--- src/rtl/core/msl_pkg.sv ---
// Shared types, widths and saturation helpers for the monotone slope limiter.
// No dependencies; used by every module in rtl/core.
package msl_pkg;

  localparam int GRID_W  = 32;
  localparam int VALUE_W = 32;
  localparam int SLOPE_W = 48;
  localparam int IDX_W   = 10;
  localparam int CNT_W   = 11;
  localparam int IDX_CAP = 1023;

  // serial multiplier operand widths
  localparam int MUL_AW = 96;
  localparam int MUL_BW = 48;
  // serial divider: remainder width and quotient bits
  localparam int DIV_DW = 83;
  localparam int DIV_QW = 57;

  localparam int NUM_W = 131;
  localparam int DEN_W = 82;

  localparam int MAX_POINTS_DEF = 1024;

  localparam logic [SLOPE_W-1:0] SLOPE_MAX = 48'h7FFF_FFFF_FFFF;
  localparam logic [SLOPE_W-1:0] SLOPE_MIN = 48'h8000_0000_0000;

  typedef enum logic [3:0] {
    ST_IDLE,
    ST_DIV1,
    ST_PICK,
    ST_PM,
    ST_PN,
    ST_PD1,
    ST_PD2,
    ST_DIV2,
    ST_EMIT1,
    ST_EMIT2
  } msl_state_t;

  // |v| of a signed slope, as an unsigned 48-bit magnitude
  function automatic logic [SLOPE_W-1:0] mag_slope(input logic [SLOPE_W-1:0] v);
    mag_slope = v[SLOPE_W-1] ? (~v + 1'b1) : v;
  endfunction

  // interval difference: saturate positive to max, negative to min
  function automatic logic [SLOPE_W-1:0] sat_diff(input logic [DIV_QW-1:0] q,
                                                  input logic neg);
    logic [SLOPE_W-1:0] r;
    if (neg) begin
      if (q >= {{(DIV_QW-SLOPE_W){1'b0}}, SLOPE_MIN}) r = SLOPE_MIN;
      else r = ~q[SLOPE_W-1:0] + 1'b1;
    end else begin
      if (q > {{(DIV_QW-SLOPE_W){1'b0}}, SLOPE_MAX}) r = SLOPE_MAX;
      else r = q[SLOPE_W-1:0];
    end
    sat_diff = r;
  endfunction

  // weighted mean: clamp magnitude, then apply sign
  function automatic logic [SLOPE_W-1:0] sat_mean(input logic [DIV_QW-1:0] q,
                                                  input logic neg);
    logic [SLOPE_W-1:0] m;
    if (q > {{(DIV_QW-SLOPE_W){1'b0}}, SLOPE_MAX}) m = SLOPE_MAX;
    else m = q[SLOPE_W-1:0];
    sat_mean = neg ? (~m + 1'b1) : m;
  endfunction

endpackage

--- src/rtl/core/msl_smul.sv ---
// Bit-serial shift-add multiplier, one multiplier bit per cycle.
// Depends on msl_pkg for default widths.
module msl_smul import msl_pkg::*; #(
  parameter int AW = MUL_AW,
  parameter int BW = MUL_BW
) (
  input  logic             clk,
  input  logic             rst,
  input  logic             start,
  input  logic [AW-1:0]    a,
  input  logic [BW-1:0]    b,
  output logic [AW+BW-1:0] product,
  output logic             busy,
  output logic             done
);

  localparam int CW = $clog2(BW + 1);

  logic [AW-1:0]    a_reg;
  logic [AW+BW-1:0] p;
  logic [CW-1:0]    cnt;
  logic [AW:0]      sum;

  // add into the upper half, then shift the pair right
  assign sum     = {1'b0, p[AW+BW-1:BW]} + (p[0] ? {1'b0, a_reg} : {(AW+1){1'b0}});
  assign product = p;

  always_ff @(posedge clk) begin
    if (rst) begin
      busy <= 1'b0;
      done <= 1'b0;
      cnt  <= '0;
    end else begin
      done <= 1'b0;
      if (start) begin
        a_reg <= a;
        p     <= {{AW{1'b0}}, b};
        cnt   <= CW'(BW);
        busy  <= 1'b1;
      end else if (busy) begin
        p   <= {sum, p[BW-1:1]};
        cnt <= cnt - 1'b1;
        if (cnt == CW'(1)) begin
          busy <= 1'b0;
          done <= 1'b1;
        end
      end
    end
  end

endmodule

--- src/rtl/core/msl_sdiv.sv ---
// Restoring divider, one quotient bit per cycle.
// Depends on msl_pkg for default widths; upper numerator part must be below den.
module msl_sdiv import msl_pkg::*; #(
  parameter int DW = DIV_DW,
  parameter int QW = DIV_QW
) (
  input  logic          clk,
  input  logic          rst,
  input  logic          start,
  input  logic [DW-1:0] num_hi,
  input  logic [QW-1:0] num_lo,
  input  logic [DW-1:0] den,
  output logic [QW-1:0] quotient,
  output logic          busy,
  output logic          done
);

  localparam int CW = $clog2(QW + 1);

  logic [DW-1:0] rem;
  logic [DW-1:0] d;
  logic [QW-1:0] q;
  logic [CW-1:0] cnt;
  logic [DW:0]   t;
  logic [DW+1:0] diff;
  logic          ge;

  assign t    = {rem, q[QW-1]};
  assign diff = {1'b0, t} - {2'b00, d};
  assign ge   = ~diff[DW+1];
  assign quotient = q;

  always_ff @(posedge clk) begin
    if (rst) begin
      busy <= 1'b0;
      done <= 1'b0;
      cnt  <= '0;
    end else begin
      done <= 1'b0;
      if (start) begin
        rem  <= num_hi;
        q    <= num_lo;
        d    <= den;
        cnt  <= CW'(QW);
        busy <= 1'b1;
      end else if (busy) begin
        rem <= ge ? diff[DW-1:0] : t[DW-1:0];
        q   <= {q[QW-2:0], ge};
        cnt <= cnt - 1'b1;
        if (cnt == CW'(1)) begin
          busy <= 1'b0;
          done <= 1'b1;
        end
      end
    end
  end

endmodule

--- src/rtl/core/monotone_slope_limiter.sv ---
// Top level: shape-preserving (Fritsch-Butland) slopes over one streamed series.
// Depends on msl_pkg, msl_smul (serial multiplier) and msl_sdiv (serial divider).
//
//  channel | dir | tdata (low bit up)                          | tuser      | tlast
//  s_*     | in  | grid_point[31:0], sample_value[63:32]      | -          | series_end
//  m_*     | out | slope[47:0], point_number[57:48], pad zero | grid_error | run_last
//
// The first sample of a series uses neither serial unit. Every later sample
// whose grid point rises runs the shared divider once for its interval
// difference. An interior point whose neighboring differences share a sign,
// with no grid error yet, adds four serial products and a second division.
// Input is taken again as soon as the last result of a sample sits in the
// output register; a stalled m_tready holds the second result of a series end.
// Reset (rst, synchronous) clears the series state and m_tvalid and returns to idle, so s_tready is high.
module monotone_slope_limiter import msl_pkg::*; #(
  parameter int MAX_POINTS = MAX_POINTS_DEF
) (
  input  logic        clk,
  input  logic        rst,
  input  logic        s_tvalid,
  output logic        s_tready,
  input  logic [63:0] s_tdata,   // grid_point[31:0], sample_value[63:32]
  input  logic        s_tlast,   // series_end
  output logic        m_tvalid,
  input  logic        m_tready,
  output logic [63:0] m_tdata,   // slope[47:0], point_number[57:48], zero
  output logic        m_tuser,   // grid_error
  output logic        m_tlast    // run_last
);

  // top point number: smaller of MAX_POINTS-1 and the field's range
  localparam int NUM_TOP = ((MAX_POINTS - 1) < IDX_CAP) ? (MAX_POINTS - 1) : IDX_CAP;

  msl_state_t state, state_next;

  // series state
  logic [GRID_W-1:0]  prior_grid;
  logic [VALUE_W-1:0] prior_value;
  logic [GRID_W-1:0]  prior_spacing;
  logic [SLOPE_W-1:0] prior_difference;
  logic [CNT_W-1:0]   points_seen;
  logic               error_sticky;

  // current sample
  logic [GRID_W-1:0]  cur_grid;
  logic [VALUE_W-1:0] cur_value;
  logic               cur_end;
  logic [GRID_W-1:0]  cur_h;
  logic               cur_neg;
  logic [SLOPE_W-1:0] cur_d;
  logic [SLOPE_W-1:0] res_slope;
  logic               res_last;
  logic [NUM_W-1:0]   numr;
  logic [DEN_W-1:0]   den_part;

  // input decode
  logic [GRID_W-1:0]  in_grid;
  logic [VALUE_W-1:0] in_value;
  logic               in_bad;
  logic [GRID_W-1:0]  in_h;
  logic [VALUE_W:0]   in_dv;
  logic [VALUE_W:0]   in_dvmag;

  assign in_grid  = s_tdata[31:0];
  assign in_value = s_tdata[63:32];
  assign in_bad   = (in_grid <= prior_grid);
  assign in_h     = in_bad ? '0 : (in_grid - prior_grid);
  assign in_dv    = {in_value[VALUE_W-1], in_value} - {prior_value[VALUE_W-1], prior_value};
  assign in_dvmag = in_dv[VALUE_W] ? (~in_dv + 1'b1) : in_dv;

  // interior weights
  logic [GRID_W:0]    h_sum;
  logic [GRID_W+2:0]  w_num;
  logic [GRID_W+1:0]  w_d1;
  logic [GRID_W+1:0]  w_d2;
  logic [SLOPE_W-1:0] dm_mag;
  logic [SLOPE_W-1:0] dp_mag;
  logic               same_sign;
  logic [DEN_W:0]     den_full;

  assign h_sum  = {1'b0, prior_spacing} + {1'b0, cur_h};
  assign w_num  = {1'b0, h_sum, 1'b0} + {2'b00, h_sum};
  assign w_d1   = {1'b0, prior_spacing, 1'b0} + {2'b00, cur_h};
  assign w_d2   = {2'b00, prior_spacing} + {1'b0, cur_h, 1'b0};
  assign dm_mag = mag_slope(prior_difference);
  assign dp_mag = mag_slope(cur_d);
  assign same_sign =
      (!prior_difference[SLOPE_W-1] && (prior_difference != '0) &&
       !cur_d[SLOPE_W-1] && (cur_d != '0)) ||
      (prior_difference[SLOPE_W-1] && cur_d[SLOPE_W-1]);

  // shared serial units
  logic                     mul_start, mul_busy, mul_done;
  logic [MUL_AW-1:0]        mul_a;
  logic [MUL_BW-1:0]        mul_b;
  logic [MUL_AW+MUL_BW-1:0] mul_p;
  logic                     div_start, div_busy, div_done;
  logic [DIV_DW-1:0]        div_hi, div_den;
  logic [DIV_QW-1:0]        div_lo, div_q;

  assign den_full = {1'b0, den_part} + {1'b0, mul_p[DEN_W-1:0]};

  msl_smul #(.AW(MUL_AW), .BW(MUL_BW)) u_mul (
    .clk(clk), .rst(rst), .start(mul_start), .a(mul_a), .b(mul_b),
    .product(mul_p), .busy(mul_busy), .done(mul_done)
  );

  msl_sdiv #(.DW(DIV_DW), .QW(DIV_QW)) u_div (
    .clk(clk), .rst(rst), .start(div_start), .num_hi(div_hi), .num_lo(div_lo),
    .den(div_den), .quotient(div_q), .busy(div_busy), .done(div_done)
  );

  logic out_free;
  logic in_fire;
  logic emit_now;
  assign out_free = !m_tvalid || m_tready;
  assign s_tready = (state == ST_IDLE);
  assign in_fire  = s_tvalid && s_tready;
  // a result is loaded into the output register this cycle
  assign emit_now = ((state == ST_EMIT1) || (state == ST_EMIT2)) && out_free;

  // point number of a count, saturated at the top
  function automatic logic [IDX_W-1:0] num_of(input logic [CNT_W-1:0] idx);
    num_of = (idx > CNT_W'(NUM_TOP)) ? IDX_W'(NUM_TOP) : idx[IDX_W-1:0];
  endfunction

  // next state and unit launches
  always_comb begin
    state_next = state;
    mul_start  = 1'b0;
    mul_a      = '0;
    mul_b      = '0;
    div_start  = 1'b0;
    div_hi     = '0;
    div_lo     = {in_dvmag, 24'b0};
    div_den    = {{(DIV_DW-GRID_W){1'b0}}, in_h};
    case (state)
      ST_IDLE: begin
        if (s_tvalid) begin
          if (points_seen == '0) begin
            if (s_tlast) state_next = ST_EMIT1;
          end else if (in_bad) begin
            state_next = ST_PICK;
          end else begin
            div_start  = 1'b1;
            state_next = ST_DIV1;
          end
        end
      end
      ST_DIV1: if (div_done) state_next = ST_PICK;
      ST_PICK: begin
        if (!error_sticky && points_seen != CNT_W'(1) && same_sign) begin
          mul_start  = 1'b1;
          mul_a      = {{(MUL_AW-SLOPE_W){1'b0}}, dm_mag};
          mul_b      = dp_mag;
          state_next = ST_PM;
        end else begin
          state_next = ST_EMIT1;
        end
      end
      ST_PM: begin
        if (mul_done) begin
          mul_start  = 1'b1;
          mul_a      = mul_p[MUL_AW-1:0];
          mul_b      = {{(MUL_BW-GRID_W-3){1'b0}}, w_num};
          state_next = ST_PN;
        end
      end
      ST_PN: begin
        if (mul_done) begin
          mul_start  = 1'b1;
          mul_a      = {{(MUL_AW-SLOPE_W){1'b0}}, dm_mag};
          mul_b      = {{(MUL_BW-GRID_W-2){1'b0}}, w_d1};
          state_next = ST_PD1;
        end
      end
      ST_PD1: begin
        if (mul_done) begin
          mul_start  = 1'b1;
          mul_a      = {{(MUL_AW-SLOPE_W){1'b0}}, dp_mag};
          mul_b      = {{(MUL_BW-GRID_W-2){1'b0}}, w_d2};
          state_next = ST_PD2;
        end
      end
      ST_PD2: begin
        if (mul_done) begin
          if (den_full == '0) begin
            state_next = ST_EMIT1;
          end else begin
            div_start  = 1'b1;
            div_hi     = {{(DIV_DW-(NUM_W-DIV_QW)){1'b0}}, numr[NUM_W-1:DIV_QW]};
            div_lo     = numr[DIV_QW-1:0];
            div_den    = den_full;
            state_next = ST_DIV2;
          end
        end
      end
      ST_DIV2: if (div_done) state_next = ST_EMIT1;
      ST_EMIT1: begin
        if (out_free) state_next = (!res_last && cur_end) ? ST_EMIT2 : ST_IDLE;
      end
      ST_EMIT2: if (out_free) state_next = ST_IDLE;
      default: state_next = ST_IDLE;
    endcase
  end

  always_ff @(posedge clk) begin
    if (rst) begin
      state <= ST_IDLE;
    end else begin
      state <= state_next;
    end
  end

  // datapath and series state
  always_ff @(posedge clk) begin
    if (rst) begin
      prior_grid       <= '0;
      prior_value      <= '0;
      prior_spacing    <= '0;
      prior_difference <= '0;
      points_seen      <= '0;
      error_sticky     <= 1'b0;
      m_tvalid         <= 1'b0;
    end else begin
      if (emit_now) m_tvalid <= 1'b1;
      else if (m_tready) m_tvalid <= 1'b0;
      case (state)
        ST_IDLE: begin
          if (in_fire) begin
            cur_grid  <= in_grid;
            cur_value <= in_value;
            cur_end   <= s_tlast;
            cur_h     <= in_h;
            cur_neg   <= in_dv[VALUE_W];
            cur_d     <= '0;
            res_slope <= '0;
            if (points_seen == '0) begin
              res_last <= s_tlast;
              if (!s_tlast) begin
                prior_grid  <= in_grid;
                prior_value <= in_value;
                points_seen <= CNT_W'(1);
              end
            end else begin
              res_last <= 1'b0;
              if (in_bad) error_sticky <= 1'b1;
            end
          end
        end
        ST_DIV1: if (div_done) cur_d <= sat_diff(div_q, cur_neg);
        ST_PICK: begin
          if (!error_sticky && points_seen == CNT_W'(1)) res_slope <= cur_d;
        end
        ST_PM: ;
        ST_PN: if (mul_done) numr <= mul_p[NUM_W-1:0];
        ST_PD1: if (mul_done) den_part <= mul_p[DEN_W-1:0];
        ST_PD2: ;
        ST_DIV2: begin
          if (div_done) res_slope <= sat_mean(div_q, prior_difference[SLOPE_W-1]);
        end
        ST_EMIT1: begin
          if (out_free) begin
            m_tdata  <= {6'b0,
                         res_last ? {IDX_W{1'b0}} : num_of(points_seen - 1'b1),
                         res_slope};
            m_tuser  <= error_sticky;
            m_tlast  <= res_last;
            if (res_last) begin
              points_seen <= '0;
            end else if (!cur_end) begin
              prior_grid       <= cur_grid;
              prior_value      <= cur_value;
              prior_spacing    <= cur_h;
              prior_difference <= cur_d;
              if (points_seen <= CNT_W'(NUM_TOP)) points_seen <= points_seen + 1'b1;
            end
          end
        end
        ST_EMIT2: begin
          if (out_free) begin
            m_tdata  <= {6'b0, num_of(points_seen), error_sticky ? {SLOPE_W{1'b0}} : cur_d};
            m_tuser  <= error_sticky;
            m_tlast  <= 1'b1;
            // series done: back to the reset state
            prior_grid       <= '0;
            prior_value      <= '0;
            prior_spacing    <= '0;
            prior_difference <= '0;
            points_seen      <= '0;
            error_sticky     <= 1'b0;
          end
        end
        default: ;
      endcase
    end
  end

`ifndef SYNTHESIS
  a_cnt_range: assert property (@(posedge clk) disable iff (rst)
    points_seen <= CNT_W'(NUM_TOP + 1))
    else $error("point count beyond saturation");

  a_err_in_series: assert property (@(posedge clk) disable iff (rst)
    error_sticky |-> points_seen != '0)
    else $error("grid error held outside a series");

  a_units_idle: assert property (@(posedge clk) disable iff (rst)
    state == ST_IDLE |-> !mul_busy && !div_busy)
    else $error("serial unit busy while taking input");

  a_first_point: assert property (@(posedge clk) disable iff (rst)
    in_fire && points_seen == '0 && !s_tlast |=> points_seen == CNT_W'(1))
    else $error("first sample not recorded");
`endif

endmodule
--- config.mk ---
export PLATFORM = sky130hd
export DESIGN_NAME = monotone_slope_limiter
export DESIGN_NICKNAME = d
export VERILOG_FILES = /design/src/rtl/core/msl_pkg.sv /design/src/rtl/core/msl_smul.sv /design/src/rtl/core/msl_sdiv.sv /design/src/rtl/core/monotone_slope_limiter.sv
export SDC_FILE = /design/constraint.sdc
export NUM_CORES = 2
export LEC_CHECK = 0
export BUFFER_PORTS_ARGS = -buffer_cell sky130_fd_sc_hd__buf_2
export CAP_MARGIN = 10
export CORE_UTILIZATION = 50
export DETAILED_ROUTE_END_ITERATION = 8
export PLACE_DENSITY_LB_ADDON = 0.3
export RECOVER_POWER = 25
export SLEW_MARGIN = 10
export SYNTH_ARGS = -nofsm -noshare
export SYNTH_HDL_FRONTEND = slang
export SYNTH_SLANG_ARGS = --single-unit
export TNS_END_PERCENT = 10
--- constraint.sdc ---
create_clock -name clk -period 20.7 [get_ports clk]
set_clock_uncertainty 0.2 [all_clocks]
set_input_delay 4.14 -clock clk [delete_from_list [all_inputs] [get_ports clk]]
set_output_delay 4.14 -clock clk [all_outputs]
set_load 0.1 [all_outputs]
### Word level (Yosys, flattened, before mapping)

Cells that the tools add are included.

* word-level logic and storage cells: 289
* input port bits: 69
* output and inout bits: 68
* register bits after elaboration: 1114

* magnitude comparators: 6
* bitwise logic cells: 11
* equal/unequal tests: 33
* reductions and logical operators: 54
* multiplexer cells: 131
* add/subtract/negate cells: 18

Operator list (count)
* 48-bit two-way mux: 23
* 32-bit two-way mux: 20
* 96-bit one-hot mux with 4 select lines: 1
* 57-bit two-way mux: 5
* 83-bit two-way mux: 3
* 74-bit two-way mux: 3
* 48-bit by 1-bit adder with 48-bit output, second input constant: 4
* 96-bit two-way mux: 2
* 48-bit inverter: 4
* 32-bit one-hot mux with 3 select lines: 2
* 48-bit one-hot mux with 2 select lines: 2
* 48-bit one-hot mux with 4 select lines: 1
* 144-bit two-way mux: 1
* 48-bit one-hot mux with 3 select lines: 1
* 64-bit two-way mux: 2
* 64-bit one-hot mux with 2 select lines: 1
* 96-bit by 97-bit adder with 97-bit output: 1
* 48-bit nonzero test: 2
* 11-bit two-way mux: 8
* 84-bit by 83-bit subtractor with 85-bit output: 1
* 82-bit by 82-bit adder with 83-bit output: 1
* 83-bit zero test: 1
* 34-bit two-way mux: 2
* 32-bit one-hot mux with 2 select lines: 1
* 53 further kinds: 161

### Depth between registers and ports, before layout

* word-level depth: 10
* gate-level depth with buffers: 27
* gate-level depth less buffers: 27

### Modules after synthesis

Synthesis repeated with hierarchy kept, for this count alone.

* cells, all modules: 8398
* area total of the unflattened synthesis: 76977.6 µm²

By module, submodules not included
* monotone_slope_limiter: instances 1, cells an instance 5400, area an instance 46677.3 µm², sequential area each 17276.6 µm²
* msl_smul: instances 1, cells an instance 1495, area an instance 15361.0 µm², sequential area each 7367.1 µm²
* msl_sdiv: instances 1, cells an instance 1503, area an instance 14939.3 µm², sequential area each 6856.6 µm²

### Worst setup path before layout

OpenSTA, ideal clock, no wires.

* path type: input-to-reg
* start point: in s_tdata[0]
* end point: reg u_div.q[0] (netlist: u_div.quotient[0]), enable pin
* stages on the path: 17
* path slack: 6.484 ns
* buffers on the path: 1
* arrival: 13.331 ns
* library setup time: 0.686 ns
* required time: 19.814 ns
* path through: inv_1 ha_1 inv_1 fa_1 a21o_1 a21oi_1 o21ai_0 a2111o_1 o2111ai_1 nand3b_1 a31o_2 a221oi_1 a41oi_1 nand2_1 and2_1 clkbuf_1 a21oi_1

* word-level cells in the longest chain between the ends: 7

Ends and longest elaborated chain
* start: declaration: line monotone_slope_limiter.sv:22 `input logic [63:0] s_tdata,`
* 32-bit <= comparator: line monotone_slope_limiter.sv:66 `assign in_bad = (in_grid <= prior_grid);`
* 1-bit two-way mux: line monotone_slope_limiter.sv:142 `end else if (in_bad) begin`
* 1-bit two-way mux: line monotone_slope_limiter.sv:140 `if (points_seen == '0) begin`
* 1-bit two-way mux: line monotone_slope_limiter.sv:139 `if (s_tvalid) begin`
* 1-bit one-hot mux with 2 select lines: line monotone_slope_limiter.sv:137 `case (state)`
* 2-bit nonzero test (no line)
* 2-bit AND reduction (no line)
* end signal: assignment: line msl_sdiv.sv:42 `q <= num_lo;`
* end signal: assignment: line msl_sdiv.sv:48 `q <= {q[QW-2:0], ge};`
* end: declaration: line msl_sdiv.sv:22 `logic [QW-1:0] q;`

Every way passes these cells.
A chain may end at the register's enable or synchronous reset.

### Final worst setup path

* start point: in s_tdata[0]
* end point: reg u_div.q[20] (netlist: u_div.quotient[20]), enable pin

The elaborated chain is that of the path after synthesis.

==> impl_metrics.json <==
{
  "status": "finished, violations left",
  "violations": "DRC, capacitance limit, slew limit",
  "comb_power_share_pct": 38.2,
  "synth.distinct_cells": 108,
  "drc_errors": 3,
  "drive_gt1_share_pct": 5.46,
  "start_kind": "primary input",
  "cts_setup_buffers": 0,
  "h-tree-depth": 4,
  "grt_max_degree": 145,
  "hold_viol_final": 0,
  "worstPathArrival_ps": 10290,
  "ir_drop_v": 0.000154,
  "setup_tns_ps": 0,
  "synthArstFlopShare_pct": 0,
  "syn_area_um2": 75400,
  "clkTransAtPathRegs_ps": 60,
  "pre_cts_ws_ps": 9810,
  "fillCellCount": 13500,
  "overflow": 0,
  "sw_frac_of_total_pct": 39.1,
  "synth.area.top_cells": "edfxtp_1 (37%), ha_1 (7.7%), a21oi_1 (5.4%)",
  "regToRegStartpoint": "u_mul.product[0]",
  "cts_resized": 0,
  "viasPerCell": 6.33,
  "num_io_pins": 137,
  "worst_pin_slew_ps": 3670,
  "antenna_left": 0,
  "finalWorstSetupSlack_ps": 10590,
  "syn2layout_area_growth_pct": 8.17,
  "synthFlopType": "edfxtp_1",
  "drv_cap": 13,
  "synth-seq-cells": 1108,
  "p_sw_uw": 3360,
  "holdBufCountCts": 0,
  "worstPathRequired_ps": 20890,
  "period_share_pct": 48.8,
  "synth_top_area_cell": "edfxtp_1",
  "numCtsBuffers": 130,
  "synth_cells": 8221,
  "clkPwrFrac_pct": 27.4,
  "final_nets": 8636,
  "die_w_um": 390,
  "grt_pass1_vias": 60700,
  "seqPwrFrac_pct": 34.4,
  "avgRoutedWirePerCell_um": 25.2,
  "die_area_um2": 152000,
  "core_region_area_um2": 150000,
  "routed_wl_mm": 258,
  "p_leak_uw": 0.0315,
  "finalCriticalPeriod_ps": 10110,
  "die_h_um": 390,
  "largest_reg_flops": 144,
  "track_usage_pct": 33.1,
  "synth.yosys.warnings": 0,
  "grt_pass1_wl_mm": 383,
  "antenna_found_initial": 18,
  "ff_latch_area_um2": 31500,
  "min-delay-start": "u_mul.product[130]",
  "synth_edf_count": 931,
  "finalSetupViolCount": 0,
  "ys_seq_area_share_pct": 41.8,
  "crit_path_start": "s_tdata[0]",
  "place.gp.congestion": 1.01,
  "clockBufferDepth": 3,
  "power.density_nw_per_um2": 105,
  "final_cells": 10200,
  "crit_path_max_fanout": 76,
  "cts.sinks": 1108,
  "dp_hpwl_mm": 194,
  "io_buffers": 130,
  "intPower_uw": 5230,
  "slew_headroom_pct": -145,
  "numPlacedInstances": 9976,
  "route.vias.total": 64700,
  "drt_iter0_markers": 7053,
  "fmax_mhz": 99.0,
  "min_path_type": "reg -> reg",
  "clock_latency_ps": 800,
  "synth_top_area_share_pct": 37.1,
  "root_buffer": "clkbuf_16",
  "multi_input_area_um2": 40700,
  "rows": 142,
  "path_class": "in -> reg",
  "total_power_uw": 8590,
  "slew_viol_final": 669,
  "rsz0062_at_grt": "false",
  "first_pass_iters": 8,
  "initial_core_util_pct": 50.3,
  "avgSynthCellArea_um2": 9.17,
  "cp-end-kind": "register",
  "cts_tree": "built"
}
[metrics by stage]
step	util [%]	cell area, um2	hold WS, ps
CTS	54.6	81800	257
finish	54.4	81500	258
global route	54.4	81500	279
floorplan	-	75400	233
global placement	51.7	77400	250
detailed placement	51.7	77400	249
[power groups by stage]
stage	clock, uW	sequential, uW	combinational (uW)
5_1_grt	2460	2970	3550
6_report	2360	2950	3280
4_1_cts	2380	2950	3220
3_5_place_dp	0	2990	3200
3_3_place_gp	0	2990	3150
2_1_floorplan	0	3010	2260
[per-layer routing]
| metal | wire length, um | up-vias | share of wire (%) | track usage, % |
|---|---|---|---|---|
| met5 | 43 | - | 0.017 | 0 |
| met4 | 17200 | 8 | 6.6 | 19.9 |
| met3 | 20300 | 615 | 7.9 | 5.26 |
| met2 | 115000 | 2970 | 45 | 51.6 |
| met1 | 106000 | 31100 | 41 | 43.4 |
| li1 | - | 30100 | - | - |
[cells by family (layout without fill, tap and decap cells)]
kind of cell	after synthesis	count (layout)	share of synthesized area (%)
buffers and inverters	829	796	4.41
AOI/OAI and AO/OA	2436	2436	20.6
muxes	107	107	1.56
adders and majority gates	475	475	7.98
other	1	20	0.00498
and+or+nand+nor	2742	2742	17.6
xor gates and xnor gates	523	523	6.08
DFF	1108	1108	41.8
[layout by cell type (no fill, tap or decap), types with 29 or more instances in the layout]
cell type / synthesis / routed
nor3_1: 141 / 142
a21o_1: 242 / 242
nor4_1: 51 / 52
edfxtp_1: 931 / 931
inv_1: 332 / 331
nand2b_1: 72 / 72
o221ai_1: 61 / 61
and3_1: 148 / 147
o21bai_1: 75 / 75
ha_1: 466 / 466
a211oi_1: 116 / 115
mux2_1: 61 / 62
clkbuf_16: 0 / 133
nor2_1: 720 / 710
a21oi_1: 812 / 809
a22o_1: 36 / 36
a31oi_1: 72 / 72
nor3b_1: 37 / 37
nand2_1: 810 / 807
o22ai_1: 80 / 80
dfxtp_1: 177 / 175
o21ai_1: 30 / 29
o31ai_1: 82 / 82
o211ai_1: 37 / 37
nand4_1: 117 / 117
o21a_1: 78 / 77
nand3_1: 203 / 203
nor2b_1: 62 / 62
o21ai_0: 425 / 425
or3_1: 59 / 59
or4_1: 31 / 31
xnor2_1: 269 / 269
and2_1: 149 / 143
clkbuf_1: 395 / 130
buf_2: 41 / 65
nand3b_1: 57 / 57
buf_4: 16 / 57
xor2_1: 254 / 254
[final cells by class]
cell class	instances	share of cell area, %
multi-input combinational	6289	49.9
sequential	1108	38.6
clock buffer	162	4.30
tap	2016	3.09
inverter	332	1.53
timing repair buffer	231	1.45
clock inverter	71	1.01
antenna	14	0.0430
[synthesized netlist by cell type (30+ instances only)]
cell type  number
edfxtp_1      931
nand4_1       117
o221ai_1       61
mux2_1         61
buf_1          30
and3_1        148
inv_1         332
o21ai_1        30
ha_1          466
nor3b_1        37
nor2b_1        62
o22ai_1        80
o21ai_0       425
clkbuf_1      395
nor4_1         51
o21bai_1       75
xnor2_1       269
o211ai_1       37
a22o_1         36
a21o_1        242
a211oi_1      116
nor2_1        720
or3_1          59
nand2_1       810
nand3b_1       57
nand2b_1       72
xor2_1        254
or4_1          31
o31ai_1        82
a31oi_1        72
and2_1        149
nor3_1        141
nand3_1       203
a21oi_1       812
dfxtp_1       177
buf_2          41
o21a_1         78
[critical path, cell delays in order]
cell and delay [ps]:
clkbuf_1 90, inv_1 80, ha_1 220, inv_1 70, fa_1 200, a21o_1 120
a21oi_1 100, o21ai_0 280, a2111o_1 220, o2111ai_1 210, nand3b_1 180, a31o_2 230
a221oi_1 110, a41oi_1 740, nand2_2 80, buf_4 310, and2_1 320, a21oi_4 800
buf_4 630, buf_4 900
[worst paths after layout]
check                                     endpoint  slack (ps)  cells past startpoint
worst max-delay path            u_div.quotient[20]       10590                     20
worst min-delay path                     numr[130]         260                      0
worst max register to register  u_div.quotient[20]       11660                     19
worst min register to register           numr[130]         260                      0
Power figures use the tool's default switching activity.
